**src/sv/sfvm_pkg.sv**
```systemverilog
package sfvm_pkg;

    typedef enum logic [3:0] {
        K_PUSH       = 4'd0,
        K_POP        = 4'd1,
        K_TO_STACK   = 4'd2,
        K_FROM_STACK = 4'd3,
        K_TO_RETSLOT = 4'd4,
        K_MOVE       = 4'd5,
        K_LOAD       = 4'd6,
        K_EMIT       = 4'd7,
        K_RETURN     = 4'd8,
        K_EXIT       = 4'd9,
        K_CALL       = 4'd10
    } t_kind;

    typedef enum logic [2:0] {
        ST_OK     = 3'd0,
        ST_EXIT   = 3'd1,
        ST_SOVF   = 3'd2,
        ST_SUNF   = 3'd3,
        ST_BADREG = 3'd4,
        ST_FOVF   = 3'd5,
        ST_HALT   = 3'd6
    } t_status;

    typedef enum logic [1:0] {
        M_CLEAR = 2'b01,
        M_RUN   = 2'b10
    } t_mode;

    typedef struct packed {
        logic [3:0]  kind;
        logic [7:0]  reg_a;
        logic [7:0]  reg_b;
        logic [63:0] in_value;
        logic [15:0] callee_entry;
        logic [3:0]  callee_args;
    } t_in_item;

    typedef struct packed {
        logic [15:0] next_pc;
        logic        out_valid;
        logic [63:0] out_value;
        logic [2:0]  status;
        logic [63:0] exit_value;
    } t_out_item;

endpackage

```
**src/sv/sfvm_ram.sv**
```systemverilog
module sfvm_ram #(
    parameter int DEPTH = 16,
    parameter int WIDTH = 64
) (
    input  logic                     i_clk,
    input  logic                     i_we,
    input  logic [$clog2(DEPTH)-1:0] i_waddr,
    input  logic [WIDTH-1:0]         i_wdata,
    input  logic                     i_re,
    input  logic [$clog2(DEPTH)-1:0] i_raddr,
    output logic [WIDTH-1:0]         o_rdata
);

    logic [WIDTH-1:0] r_mem [DEPTH];
    logic [WIDTH-1:0] r_rdata;

    always_ff @(posedge i_clk) begin
        if (i_we) begin
            r_mem[i_waddr] <= i_wdata;
        end
    end

    // read with write-through on an address match
    always_ff @(posedge i_clk) begin
        if (i_re) begin
            if (i_we && (i_waddr == i_raddr)) begin
                r_rdata <= i_wdata;
            end else begin
                r_rdata <= r_mem[i_raddr];
            end
        end
    end

    assign o_rdata = r_rdata;

endmodule

```
**src/sv/stack_frame_vm_execute_unit_core.sv**
```systemverilog
// Execute unit of a small register-and-stack virtual machine: one decoded instruction
// per input transaction, one result transaction per instruction. Instructions are taken
// one per clock unless output back-pressure stalls them; an accepted instruction first
// reads the register file, data stack and frame store (synchronous memories with a
// registered read and write-through on an address match), then executes, writes back and
// registers its result. The current frame's base and top sit in registers; the frame
// store holds the saved caller frames. After reset the block clears the register file and
// data stack, one entry per cycle, and accepts no instruction meanwhile; a start address
// write is taken at any time while idle and loads the program counter only until the
// first instruction. Any error or a successful exit halts the block until reset, and
// every later instruction reports the halted status.
module stack_frame_vm_execute_unit_core
    import sfvm_pkg::*;
#(
    parameter int REG_COUNT   = 16,
    parameter int STACK_DEPTH = 16,
    parameter int FRAME_DEPTH = 32
) (
    input  logic        i_clk,
    input  logic        i_rst_n,
    input  logic        i_cfg_we,
    input  logic [15:0] i_cfg_wdata,
    input  logic        i_in_valid,
    output logic        o_in_ready,
    input  t_in_item    i_in,
    output logic        o_out_valid,
    input  logic        i_out_ready,
    output t_out_item   o_out
);

    localparam int RW    = $clog2(REG_COUNT);
    localparam int SW    = $clog2(STACK_DEPTH);
    localparam int FW    = $clog2(FRAME_DEPTH);
    localparam int CLR_N = (REG_COUNT > STACK_DEPTH) ? REG_COUNT : STACK_DEPTH;
    localparam int CW    = $clog2(CLR_N);
    localparam int CMPW  = ((SW > 5) ? SW : 5) + 1;
    localparam int FRW   = 2 * SW + 16;

    t_mode           r_mode;
    logic [CW-1:0]   r_clr_cnt;
    logic            r_s1_valid;
    t_in_item        r_s1;
    logic            r_out_valid;
    t_out_item       r_out;
    logic [15:0]     r_pc;
    logic [FW-1:0]   r_fi;
    logic [SW-1:0]   r_base;
    logic [SW-1:0]   r_top;
    logic            r_halted;
    logic            r_fresh;

    logic [15:0]     n_pc;
    logic [FW-1:0]   n_fi;
    logic [SW-1:0]   n_base;
    logic [SW-1:0]   n_top;
    logic            n_halted;

    logic            w_adv;
    logic            w_in_acc;
    logic            w_clearing;

    logic [63:0]     w_rf_rd;
    logic [63:0]     w_stk_rd;
    logic [FRW-1:0]  w_frm_rd;

    logic            rf_we;
    logic [RW-1:0]   rf_waddr;
    logic [63:0]     rf_wdata;
    logic            stk_we;
    logic [SW-1:0]   stk_waddr;
    logic [63:0]     stk_wdata;
    logic [FW-1:0]   frm_raddr;
    logic [FRW-1:0]  frm_wdata;

    t_status         ex_status;
    logic [15:0]     ex_npc;
    logic            ex_ovalid;
    logic [63:0]     ex_oval;
    logic [63:0]     ex_xval;
    logic [SW-1:0]   ex_base;
    logic [SW-1:0]   ex_top;
    logic [FW-1:0]   ex_fi;
    logic            ex_rf_we;
    logic [RW-1:0]   ex_rf_waddr;
    logic [63:0]     ex_rf_wdata;
    logic            ex_stk_we;
    logic [SW-1:0]   ex_stk_waddr;
    logic            ex_frm_we;
    t_out_item       ex_res;

    logic [15:0]     w_pc_inc;
    logic [SW-1:0]   w_top_m1;
    logic            w_nonempty;
    logic            w_push_ok;
    logic            w_ret_ok;
    logic            w_uses_ra;
    logic            w_ra_bad;
    logic            w_rb_bad;
    logic [4:0]      w_shared;
    logic            w_args_short;

    assign w_clearing = (r_mode == M_CLEAR);
    assign w_adv      = r_s1_valid && (!r_out_valid || i_out_ready);
    assign o_in_ready = !w_clearing && (!r_s1_valid || w_adv);
    assign w_in_acc   = i_in_valid && o_in_ready;

    // execute stage
    assign w_pc_inc     = r_pc + 16'd1;
    assign w_top_m1     = r_top - SW'(1);
    assign w_nonempty   = (r_base < r_top);
    assign w_push_ok    = ((CMPW'(r_top) + CMPW'(1)) < CMPW'(STACK_DEPTH));
    assign w_ret_ok     = ((CMPW'(r_base) + CMPW'(1)) < CMPW'(STACK_DEPTH));
    assign w_shared     = {1'b0, r_s1.callee_args} + 5'd1;
    assign w_args_short = (CMPW'(r_top) < (CMPW'(r_base) + CMPW'(w_shared)));
    assign w_uses_ra    = (r_s1.kind >= K_TO_STACK) && (r_s1.kind <= K_EMIT);
    assign w_ra_bad     = ({1'b0, r_s1.reg_a} >= 9'(REG_COUNT));
    assign w_rb_bad     = ({1'b0, r_s1.reg_b} >= 9'(REG_COUNT));

    always_comb begin
        ex_status    = ST_OK;
        ex_npc       = w_pc_inc;
        ex_ovalid    = 1'b0;
        ex_oval      = '0;
        ex_xval      = '0;
        ex_base      = r_base;
        ex_top       = r_top;
        ex_fi        = r_fi;
        ex_rf_we     = 1'b0;
        ex_rf_waddr  = r_s1.reg_a[RW-1:0];
        ex_rf_wdata  = r_s1.in_value;
        ex_stk_we    = 1'b0;
        ex_stk_waddr = w_top_m1;
        ex_frm_we    = 1'b0;
        if (r_halted) begin
            ex_status = ST_HALT;
        end else if (w_uses_ra && w_ra_bad) begin
            ex_status = ST_BADREG;
        end else if ((r_s1.kind == K_MOVE) && w_rb_bad) begin
            ex_status = ST_BADREG;
        end else begin
            case (r_s1.kind)
                K_PUSH: begin
                    if (w_push_ok) begin
                        ex_top = r_top + SW'(1);
                    end else begin
                        ex_status = ST_SOVF;
                    end
                end
                K_POP: begin
                    if (w_nonempty) begin
                        ex_top = w_top_m1;
                    end else begin
                        ex_status = ST_SUNF;
                    end
                end
                K_TO_STACK: begin
                    if (w_nonempty) begin
                        ex_stk_we = 1'b1;
                    end else begin
                        ex_status = ST_SUNF;
                    end
                end
                K_FROM_STACK: begin
                    if (w_nonempty) begin
                        ex_rf_we    = 1'b1;
                        ex_rf_wdata = w_stk_rd;
                    end else begin
                        ex_status = ST_SUNF;
                    end
                end
                K_TO_RETSLOT: begin
                    ex_stk_we    = 1'b1;
                    ex_stk_waddr = r_base;
                end
                K_MOVE: begin
                    ex_rf_we    = 1'b1;
                    ex_rf_waddr = r_s1.reg_b[RW-1:0];
                    ex_rf_wdata = w_rf_rd;
                end
                K_LOAD: begin
                    ex_rf_we = 1'b1;
                end
                K_EMIT: begin
                    ex_ovalid = 1'b1;
                    ex_oval   = w_rf_rd;
                end
                K_RETURN: begin
                    if (r_fi == '0) begin
                        ex_status = ST_HALT;
                    end else if (!w_ret_ok) begin
                        ex_status = ST_SOVF;
                    end else begin
                        ex_base = w_frm_rd[FRW-1 -: SW];
                        ex_top  = w_frm_rd[SW+15 -: SW];
                        ex_fi   = r_fi - FW'(1);
                        ex_npc  = w_frm_rd[15:0];
                    end
                end
                K_EXIT: begin
                    if ((r_fi == '0) && (r_top == SW'(1))) begin
                        ex_status = ST_EXIT;
                        ex_xval   = w_stk_rd;
                    end else begin
                        ex_status = ST_HALT;
                    end
                end
                K_CALL: begin
                    if (r_fi == FW'(FRAME_DEPTH - 1)) begin
                        ex_status = ST_FOVF;
                    end else if (w_args_short) begin
                        ex_status = ST_SUNF;
                    end else begin
                        ex_frm_we = 1'b1;
                        ex_base   = SW'(CMPW'(r_top) - CMPW'(w_shared));
                        ex_fi     = r_fi + FW'(1);
                        ex_npc    = r_s1.callee_entry;
                    end
                end
                default: begin
                end
            endcase
        end
        if (ex_status != ST_OK) begin
            ex_npc = r_pc;
        end
        ex_res.next_pc    = ex_npc;
        ex_res.out_valid  = ex_ovalid;
        ex_res.out_value  = ex_oval;
        ex_res.status     = ex_status;
        ex_res.exit_value = ex_xval;
    end

    assign n_pc     = w_adv ? ex_npc : r_pc;
    assign n_fi     = w_adv ? ex_fi : r_fi;
    assign n_base   = w_adv ? ex_base : r_base;
    assign n_top    = w_adv ? ex_top : r_top;
    assign n_halted = r_halted || (w_adv && (ex_status != ST_OK));

    // memory write ports, shared with the clearing sweep
    always_comb begin
        if (w_clearing) begin
            rf_we     = ({1'b0, r_clr_cnt} < (CW + 1)'(REG_COUNT));
            rf_waddr  = r_clr_cnt[RW-1:0];
            rf_wdata  = '0;
            stk_we    = ({1'b0, r_clr_cnt} < (CW + 1)'(STACK_DEPTH));
            stk_waddr = r_clr_cnt[SW-1:0];
            stk_wdata = '0;
        end else begin
            rf_we     = w_adv && ex_rf_we;
            rf_waddr  = ex_rf_waddr;
            rf_wdata  = ex_rf_wdata;
            stk_we    = w_adv && ex_stk_we;
            stk_waddr = ex_stk_waddr;
            stk_wdata = w_rf_rd;
        end
    end

    assign frm_wdata = {r_base, r_top, w_pc_inc};
    assign frm_raddr = (n_fi == '0) ? '0 : (n_fi - FW'(1));

    sfvm_ram #(
        .DEPTH (REG_COUNT),
        .WIDTH (64)
    ) u_rf (
        .i_clk   (i_clk),
        .i_we    (rf_we),
        .i_waddr (rf_waddr),
        .i_wdata (rf_wdata),
        .i_re    (w_in_acc),
        .i_raddr (i_in.reg_a[RW-1:0]),
        .o_rdata (w_rf_rd)
    );

    sfvm_ram #(
        .DEPTH (STACK_DEPTH),
        .WIDTH (64)
    ) u_stk (
        .i_clk   (i_clk),
        .i_we    (stk_we),
        .i_waddr (stk_waddr),
        .i_wdata (stk_wdata),
        .i_re    (w_in_acc),
        .i_raddr (n_top - SW'(1)),
        .o_rdata (w_stk_rd)
    );

    // caller frame of the current frame, refetched every cycle
    sfvm_ram #(
        .DEPTH (FRAME_DEPTH),
        .WIDTH (FRW)
    ) u_frm (
        .i_clk   (i_clk),
        .i_we    (w_adv && ex_frm_we),
        .i_waddr (r_fi),
        .i_wdata (frm_wdata),
        .i_re    (1'b1),
        .i_raddr (frm_raddr),
        .o_rdata (w_frm_rd)
    );

    always_ff @(posedge i_clk) begin
        if (!i_rst_n) begin
            r_mode      <= M_CLEAR;
            r_clr_cnt   <= '0;
            r_s1_valid  <= 1'b0;
            r_out_valid <= 1'b0;
            r_pc        <= '0;
            r_fi        <= '0;
            r_base      <= '0;
            r_top       <= '0;
            r_halted    <= 1'b0;
            r_fresh     <= 1'b1;
        end else begin
            case (r_mode)
                M_CLEAR: begin
                    r_clr_cnt <= r_clr_cnt + CW'(1);
                    if (r_clr_cnt == CW'(CLR_N - 1)) begin
                        r_mode <= M_RUN;
                    end
                end
                M_RUN: begin
                end
                default: begin
                    r_mode <= M_CLEAR;
                end
            endcase
            if (w_in_acc) begin
                r_s1_valid <= 1'b1;
                r_fresh    <= 1'b0;
            end else if (w_adv) begin
                r_s1_valid <= 1'b0;
            end
            if (w_adv) begin
                r_out_valid <= 1'b1;
            end else if (i_out_ready) begin
                r_out_valid <= 1'b0;
            end
            if (w_adv) begin
                r_pc <= n_pc;
            end else if (i_cfg_we && r_fresh) begin
                r_pc <= i_cfg_wdata;
            end
            r_fi     <= n_fi;
            r_base   <= n_base;
            r_top    <= n_top;
            r_halted <= n_halted;
        end
    end

    always_ff @(posedge i_clk) begin
        if (w_in_acc) begin
            r_s1 <= i_in;
        end
        if (w_adv) begin
            r_out <= ex_res;
        end
    end

    assign o_out_valid = r_out_valid;
    assign o_out       = r_out;

    a_halt_sticky: assert property (@(posedge i_clk) disable iff (!i_rst_n)
        r_halted |=> r_halted)
        else $error("halt released without reset");

    a_halt_frozen: assert property (@(posedge i_clk) disable iff (!i_rst_n)
        r_halted |=> ($stable(r_fi) && $stable(r_top) && $stable(r_base) && $stable(r_pc)))
        else $error("state changed while halted");

    a_halt_status: assert property (@(posedge i_clk) disable iff (!i_rst_n)
        (w_adv && r_halted) |-> (ex_res.status == ST_HALT))
        else $error("halted block reported a live status");

    a_no_take_clear: assert property (@(posedge i_clk) disable iff (!i_rst_n)
        w_clearing |-> (!o_in_ready && !r_s1_valid))
        else $error("transaction taken during memory clear");

    a_frame_order: assert property (@(posedge i_clk) disable iff (!i_rst_n)
        r_base <= r_top)
        else $error("frame base above frame top");

endmodule

```
**config.mk**
```make
export PLATFORM = sky130hd
export DESIGN_NAME = stack_frame_vm_execute_unit_core
export DESIGN_NICKNAME = d
export VERILOG_FILES = /design/src/sv/sfvm_pkg.sv /design/src/sv/sfvm_ram.sv /design/src/sv/stack_frame_vm_execute_unit_core.sv
export SDC_FILE = /design/constraint.sdc
export NUM_CORES = 2
export LEC_CHECK = 0
export ABC_AREA = 1
export BUFFER_PORTS_ARGS = -buffer_cell sky130_fd_sc_hd__buf_2
export CAP_MARGIN = 20
export CORE_ASPECT_RATIO = 1.25
export CORE_UTILIZATION = 30
export DETAILED_ROUTE_END_ITERATION = 12
export PLACE_DENSITY = 0.43
export SYNTH_ARGS = -nofsm -noshare
export SYNTH_HDL_FRONTEND = slang
export SYNTH_HIERARCHICAL = 1
export SYNTH_SLANG_ARGS = --single-unit
```
**constraint.sdc**
```tcl
create_clock -name i_clk -period 35.4 [get_ports i_clk]
set_input_delay 3.54 -clock i_clk [delete_from_list [all_inputs] [get_ports i_clk]]
set_output_delay 3.54 -clock i_clk [all_outputs]
set_load 0.1 [all_outputs]
```
* Yosys cells after proc, flatten, opt, wreduce, memory -nomap -nowiden
Memory sizes are Yosys's and may differ from the RTL's. A register that Yosys moved wholly into a read port is not among the register bits.
Index checks and enable logic that the tools add are counted.
** Word-level totals
- Memory bits (writable) :: 2816
- Bits in registers :: 291
- Output and inout port bits :: 150
- Bits of input ports :: 125
- Word-level logic and storage cells :: 198
- Memories kept :: 3
** Cells by class
- Mux-type cells :: 93
- Reduce and logical (&&, ||, !) cells :: 33
- $lt $le $gt $ge :: 8
- Bitwise gates (word level) :: 7
- Add/subtract/negate cells :: 13
- Equal/unequal tests :: 20
** Memory list
- u_rf.r_mem :: depth 16, width 64, read ports 1, clocked after memory_dff 1, wr ports 1, line sfvm_ram.sv:14 : logic [WIDTH-1:0] r_mem [DEPTH];
- u_stk.r_mem :: depth 16, width 64, read ports 1, clocked after memory_dff 1, wr ports 1, line sfvm_ram.sv:14
- u_frm.r_mem :: depth 32, width 24, read ports 1, clocked after memory_dff 1, wr ports 1, line sfvm_ram.sv:14
** Operators by type and width (number)
- two-way mux 64 bit :: 6
- two-way mux 16 bit :: 10
- case mux 64 bit (2 select lines) :: 1
- two-way mux 4 bit :: 22
- two-way mux 5 bit :: 9
- case mux 16 bit (2 select lines) :: 1
- two-way mux 1 bit :: 26
- two-way mux 3 bit :: 6
- adder 16 x 1 -> 16 bit (second input constant) :: 1
- equality test 4 x 3 -> 1 bit (second input constant) :: 4
- equality test 4 bit (second input constant) :: 4
- >= comparator 8 x 5 -> 1 bit (second input constant) :: 2
- adder 4 x 1 -> 5 bit (second input constant) :: 3
- case mux 3 bit (5 select lines) :: 1
- logical AND 1 bit :: 12
- case mux 4 bit (3 select lines) :: 1
- logical NOT 5 bit :: 2
- < comparator 5 bit (second input constant) :: 2
- two-way mux 2 bit :: 5
- case mux 5 bit (2 select lines) :: 1
- subtractor 5 x 1 -> 5 bit (second input constant) :: 2
- AND reduction 9 bit :: 1
- adder 4 x 1 -> 4 bit (second input constant) :: 2
- equality test 4 x 1 -> 1 bit (second input constant) :: 2
- 28 further kinds :: 48

* Depth between registers and ports, before layout
- Depth after elaboration :: 12
- Mapped depth :: 37
- Gate-level depth less buffers :: 34

* By module
The synthesis kept the hierarchy.
** By module, submodules not included
- sfvm_ram at u_rf ... :: area each 44089.8 um^2, cells each 3684, sequential area each 32671.3 um^2, times used 2
- sfvm_ram at u_frm :: area each 32990.4 um^2, cells each 2897, sequential area each 23782.8 um^2, times used 1
- stack_frame_vm_execute_unit_core :: area each 15102.0 um^2, cells each 1705, sequential area each 8348.0 um^2, times used 1

* Worst setup path after synthesis
No wires, ideal clock.
- Path kind :: in2reg
- Start :: input i_out_ready
- End :: register r_s1[0] (netlist name) (enable)
- Arrival :: 13.455 ns
- Setup time :: 0.829 ns
- Stages on the path :: 6
- Buffers on the path :: 0
- Setup slack :: 21.116 ns
- Data required time :: 34.571 ns
- Cell sequence :: inv_1 -> nand2_1 -> nor2_1 -> inv_1 -> nand2_1 -> nor2_1
** On the way
- Cells in the longest elaborated chain, start to end :: 5
** RTL lines
- from (decl) :: line stack_frame_vm_execute_unit_core.sv:27 : input logic i_out_ready,
- logical OR 1 bit :: line stack_frame_vm_execute_unit_core.sv:103 : assign w_adv = r_s1_valid && (!r_out_valid || i_out_ready);
- logical AND 1 bit :: line stack_frame_vm_execute_unit_core.sv:103
- logical OR 1 bit :: line stack_frame_vm_execute_unit_core.sv:104 : assign o_in_ready = !w_clearing && (!r_s1_valid || w_adv);
- logical AND 1 bit :: line stack_frame_vm_execute_unit_core.sv:104
- logical AND 1 bit :: line stack_frame_vm_execute_unit_core.sv:105 : assign w_in_acc = i_in_valid && o_in_ready;
- net w_in_acc :: line stack_frame_vm_execute_unit_core.sv:59 : logic w_in_acc;
- to (signal assigned) :: line stack_frame_vm_execute_unit_core.sv:352 : r_s1 <= i_in;
- to (decl) :: line stack_frame_vm_execute_unit_core.sv:42 : t_in_item r_s1;
The timed path passes the listed nets, and every way through them passes these cells.
A chain may end at the register's enable or synchronous reset.

* Final worst setup path
- Start :: input i_out_ready
- End :: register u_stk.r_rdata[26], in the netlist u_stk/o_rdata[26] (read register of u_stk.r_mem), data pin
** On the way
- Cells in the longest elaborated chain, start to end :: 5
- Elaborated cells on any way between the ends :: 7
- Classes of those cells :: add/sub (1); mux (1); reduce/logical (5)
** RTL lines
- logical OR 1 bit (*) :: line stack_frame_vm_execute_unit_core.sv:103
- logical AND 1 bit (*) :: line stack_frame_vm_execute_unit_core.sv:103
- parallel branches: the longest is 3 deep, another holds subtractor 4 x 1 -> 4 bit
- to (decl) :: line sfvm_ram.sv:15 : logic [WIDTH-1:0] r_rdata;
Every way passes the cells marked *.

==> results.md <==
- Post-synthesis async set-or-reset flop share: 0
- Max Cap Violations: 0
- PostCTS Resize Cnt: 0
- CP Max Fanout: 88
- Count leader, synth: nand2_1
- Peak VDD IR: 0.0399 mV
- Worst r2r path cells: 35
- Cell Area, Synth: 136000 sq um
- Clock Tree Root: clkbuf_16
- Worst-Margin Slew: 1.21 ns
- Number of global-route vias before repair: 88700
- Hold Crit Endpoint: r_pc[15]
- Pin count of the biggest net entering global routing: 194
- Cell family with most CP delay: buffers and inverters
- Worst Path Buf+Inv: 7
- Core area: 452000 sq um
- Post-synthesis adder-cell area fraction: 0.00250
- Clock-pin slew on the worst setup and hold paths: 0.06 ns
- Share of layout cells above drive strength 1: 0.0959
- First-pass GRT wire length: 637000 um
- Reg2reg end: u_frm/o_rdata[17]
- Cell Pwr Density: 53.4 nW/um^2
- CP Data Required Time: 36.19 ns
- Port bufs: 274
- CTS Buf Count: 359
- CTS Buffer Depth: 4
- Critical path's slowest cell: nand3_4
- Via count: 90900
- #FFs+latches synth: 3259
- Status: completed
- Register area share after synthesis: 0.715
- Worst Skew: 0.0949 ns
- CP arrival: 10.00 ns
- Worst R2R Setup Slack: 27.70 ns
- Number of synthesized flops with an enable pin: 3220
- Drt drc: 0
- Cell taking the most area after synthesis: edfxtp_1
- Syn_area_per_cell: 11.4 sq um
- Area contributors post-synth: edfxtp_1 (71%), nand2_1 (12%), nand3_1 (8.2%)
- Primary FF master, synth: edfxtp_1
- I/O Pins: 275
- Site Rows: 276
- Yosys warns: 6
- DRT antenna net count: 0
- Gr usage total: 0.190
- Final WS setup: 26.19 ns
- Synth top area share: 0.710
- Startpoint types: input pin
- Final setup fails: 0
- HP Class: reg2reg
- Pre-CTS setup slack: 25.20 ns
- Final net count: 12300
- Final Critical Period: 9.21 ns
- WL/cell: 24.2 um
- Skew-Pair Late Insertion Delay: 1.01 ns
- Max-slew violation count: 0
- Die Width: 605 um
- Leakage power: 57.9 nW
- Synth Area in Compound Gates: 0.0177
- Initial antenna violation count: 17
- HP Start: r_pc[15]
- Post-synth top cells: nand2_1 (4189), edfxtp_1 (3220), nand3_1 (2234)
- Cts-stage hold buffer count: 0
- Post-CTS Setup Bufs: 0
- Die area: 457000 sq um
- Total power: 8.31 mW
- Worst path cell trace: buf_2 > inv_1 > nand2_1 > nand2_1 > inv_8 > nand2_2 > nor2_4 > nand4_1 > a21oi_4 > ha_1 > inv_8 > inv_8 > o22ai_1 > clkinv_2 > nand3_4 > buf_4 > nand2_1 > nand2_1
- Vert. Die Dim: 756 um
- CTS tree: done
- Clock Sinks: 3259
- Dpl hpwl: 236000 um
- DRT iter0 DRCs: 8137
- Final Cycle Share: 0.260
- Slew margin rel.: 0.192
- CP Class: in2reg
- GP Congestion: 0.807
- Main combinational cell family by area after synthesis: simple AND/OR/NAND/NOR gates
- Remaining Overflow, GRT: 0
- Crit path largest cell delay: 0.83 ns
- DR vias/cell: 4.93
- Final hold violation count: 0
- CP endpoint kind: register
- Post-Synth XOR/XNOR Area: 0.00161
- WHS: 0.467 ns
- Cells after synthesis: 12000
- Initial Util: 0.301
- Pre-antenna DRT Iters: 6
- Setup TNS Final: 0 ns
- Max Fclk: 109 MHz
- Worst R2R Start: r_s1[0]
- RSZ-0062 raised after global routing: no
- Most frequent CP cell: nand2_1
- Mux cell area share after synthesis: 0
- Syn-to-layout area delta: 14.3%
- H-tree depth: 5
- Post-synth cell types: 52
- Simple-gate area share of the yosys netlist: 0.216
- Routed Wire Length: 446000 um
- Hold Crit Depth: 2
-- stage by stage --
stage	utilization	area (sq um)	instances
2_1_floorplan	-	136000	12000
3_3_place_gp	0.317	143000	17700
3_5_place_dp	0.318	144000	17700
4_1_cts	0.344	155000	18400
5_1_grt	0.344	156000	18400
6_report	0.344	156000	18400
-- registers in the layout, summed over array words and instances, names as in the netlist, 2 cells and up --
name           cells
o_out            148
r_base             4
r_clr_cnt          4
r_fi               5
r_mode             2
r_pc              16
r_s1             104
r_top              4
u_frm/o_rdata     24
u_frm/r_mem      768
u_rf/o_rdata      64
u_rf/r_mem      1024
u_stk/o_rdata     64
u_stk/r_mem     1024
-- routing by layer --
metal	wire, um	global-route usage	up-vias
li1	-	-	41800
met1	188000	0.244	45700
met2	220000	0.331	2776
met3	24600	0.0273	670
met4	13000	0.0544	4
met5	147	0.00222	-
-- worst max path at each step --
stage                 from                 to  slack (ns)  cells after the start
6_report       i_out_ready  u_stk/o_rdata[26]       26.19                     18
3_5_place_dp   i_out_ready   u_stk/o_rdata[4]       25.20                     18
4_1_cts        i_out_ready  u_stk/o_rdata[30]       26.23                     18
2_1_floorplan  i_out_ready            r_s1[0]       21.12                      6
3_3_place_gp   i_out_ready  u_stk/o_rdata[20]       25.34                     18
5_1_grt        i_out_ready  u_stk/o_rdata[26]       25.96                     18
-- worst min-delay path: cells and delay by family, from the launching register on --
family          cells  cell delay, ns
simple gates        1            0.06
compound gates      1            0.06
flops               1            0.31
-- cell usage in the layout (no fill, tap or decap), types with 10 or more instances in the layout --
cell        count
a21oi_1       102
buf_2         270
buf_4         230
bufinv_16      42
clkbuf_1       72
clkbuf_16     364
clkbuf_8       10
clkinv_1       76
clkinv_2       59
clkinvlp_4     10
conb_1         24
dfxtp_1        39
diode_2        10
edfxtp_1     3220
ha_1           24
inv_1         526
inv_2          19
inv_6          12
nand2_1      4186
nand3_1      2234
nand4_1       138
nor2_1        275
nor2_2         10
nor2_4         68
o211ai_1       20
o21ai_0       181
o21ai_1        12
o221ai_1       64
xor2_1         12
-- final cells by class --
cell class                      instances  area (sq um)
Sequential cell                      3259         97500
Inverter                              569          2240
Multi-Input combinational cell       7432         33100
Antenna cell                           10          25.0
Timing Repair Buffer                  527          3560
Fill cell                           44500        296000
Clock inverter                        211          2320
Tap cell                             5977          7480
Clock buffer                          443          9480
-- cell families (layout without fill, tap and decap cells) --
| family | after synthesis | count (layout) |
|---|---|---|
| XOR/XNOR | 25 | 25 |
| buffers and inverters | 1302 | 1750 |
| other | 1 | 34 |
| adder cells (fa/ha/maj) | 26 | 26 |
| AND/OR/NAND/NOR | 6948 | 6948 |
| flip-flops | 3259 | 3259 |
| AO/OA/AOI/OAI | 409 | 409 |
-- power by group --
group          switching, mW  internal [mW]
logic                  0.193         0.0530
clock network           1.59           2.21
registers             0.0132           4.25
Power figures use the tool's default switching activity.
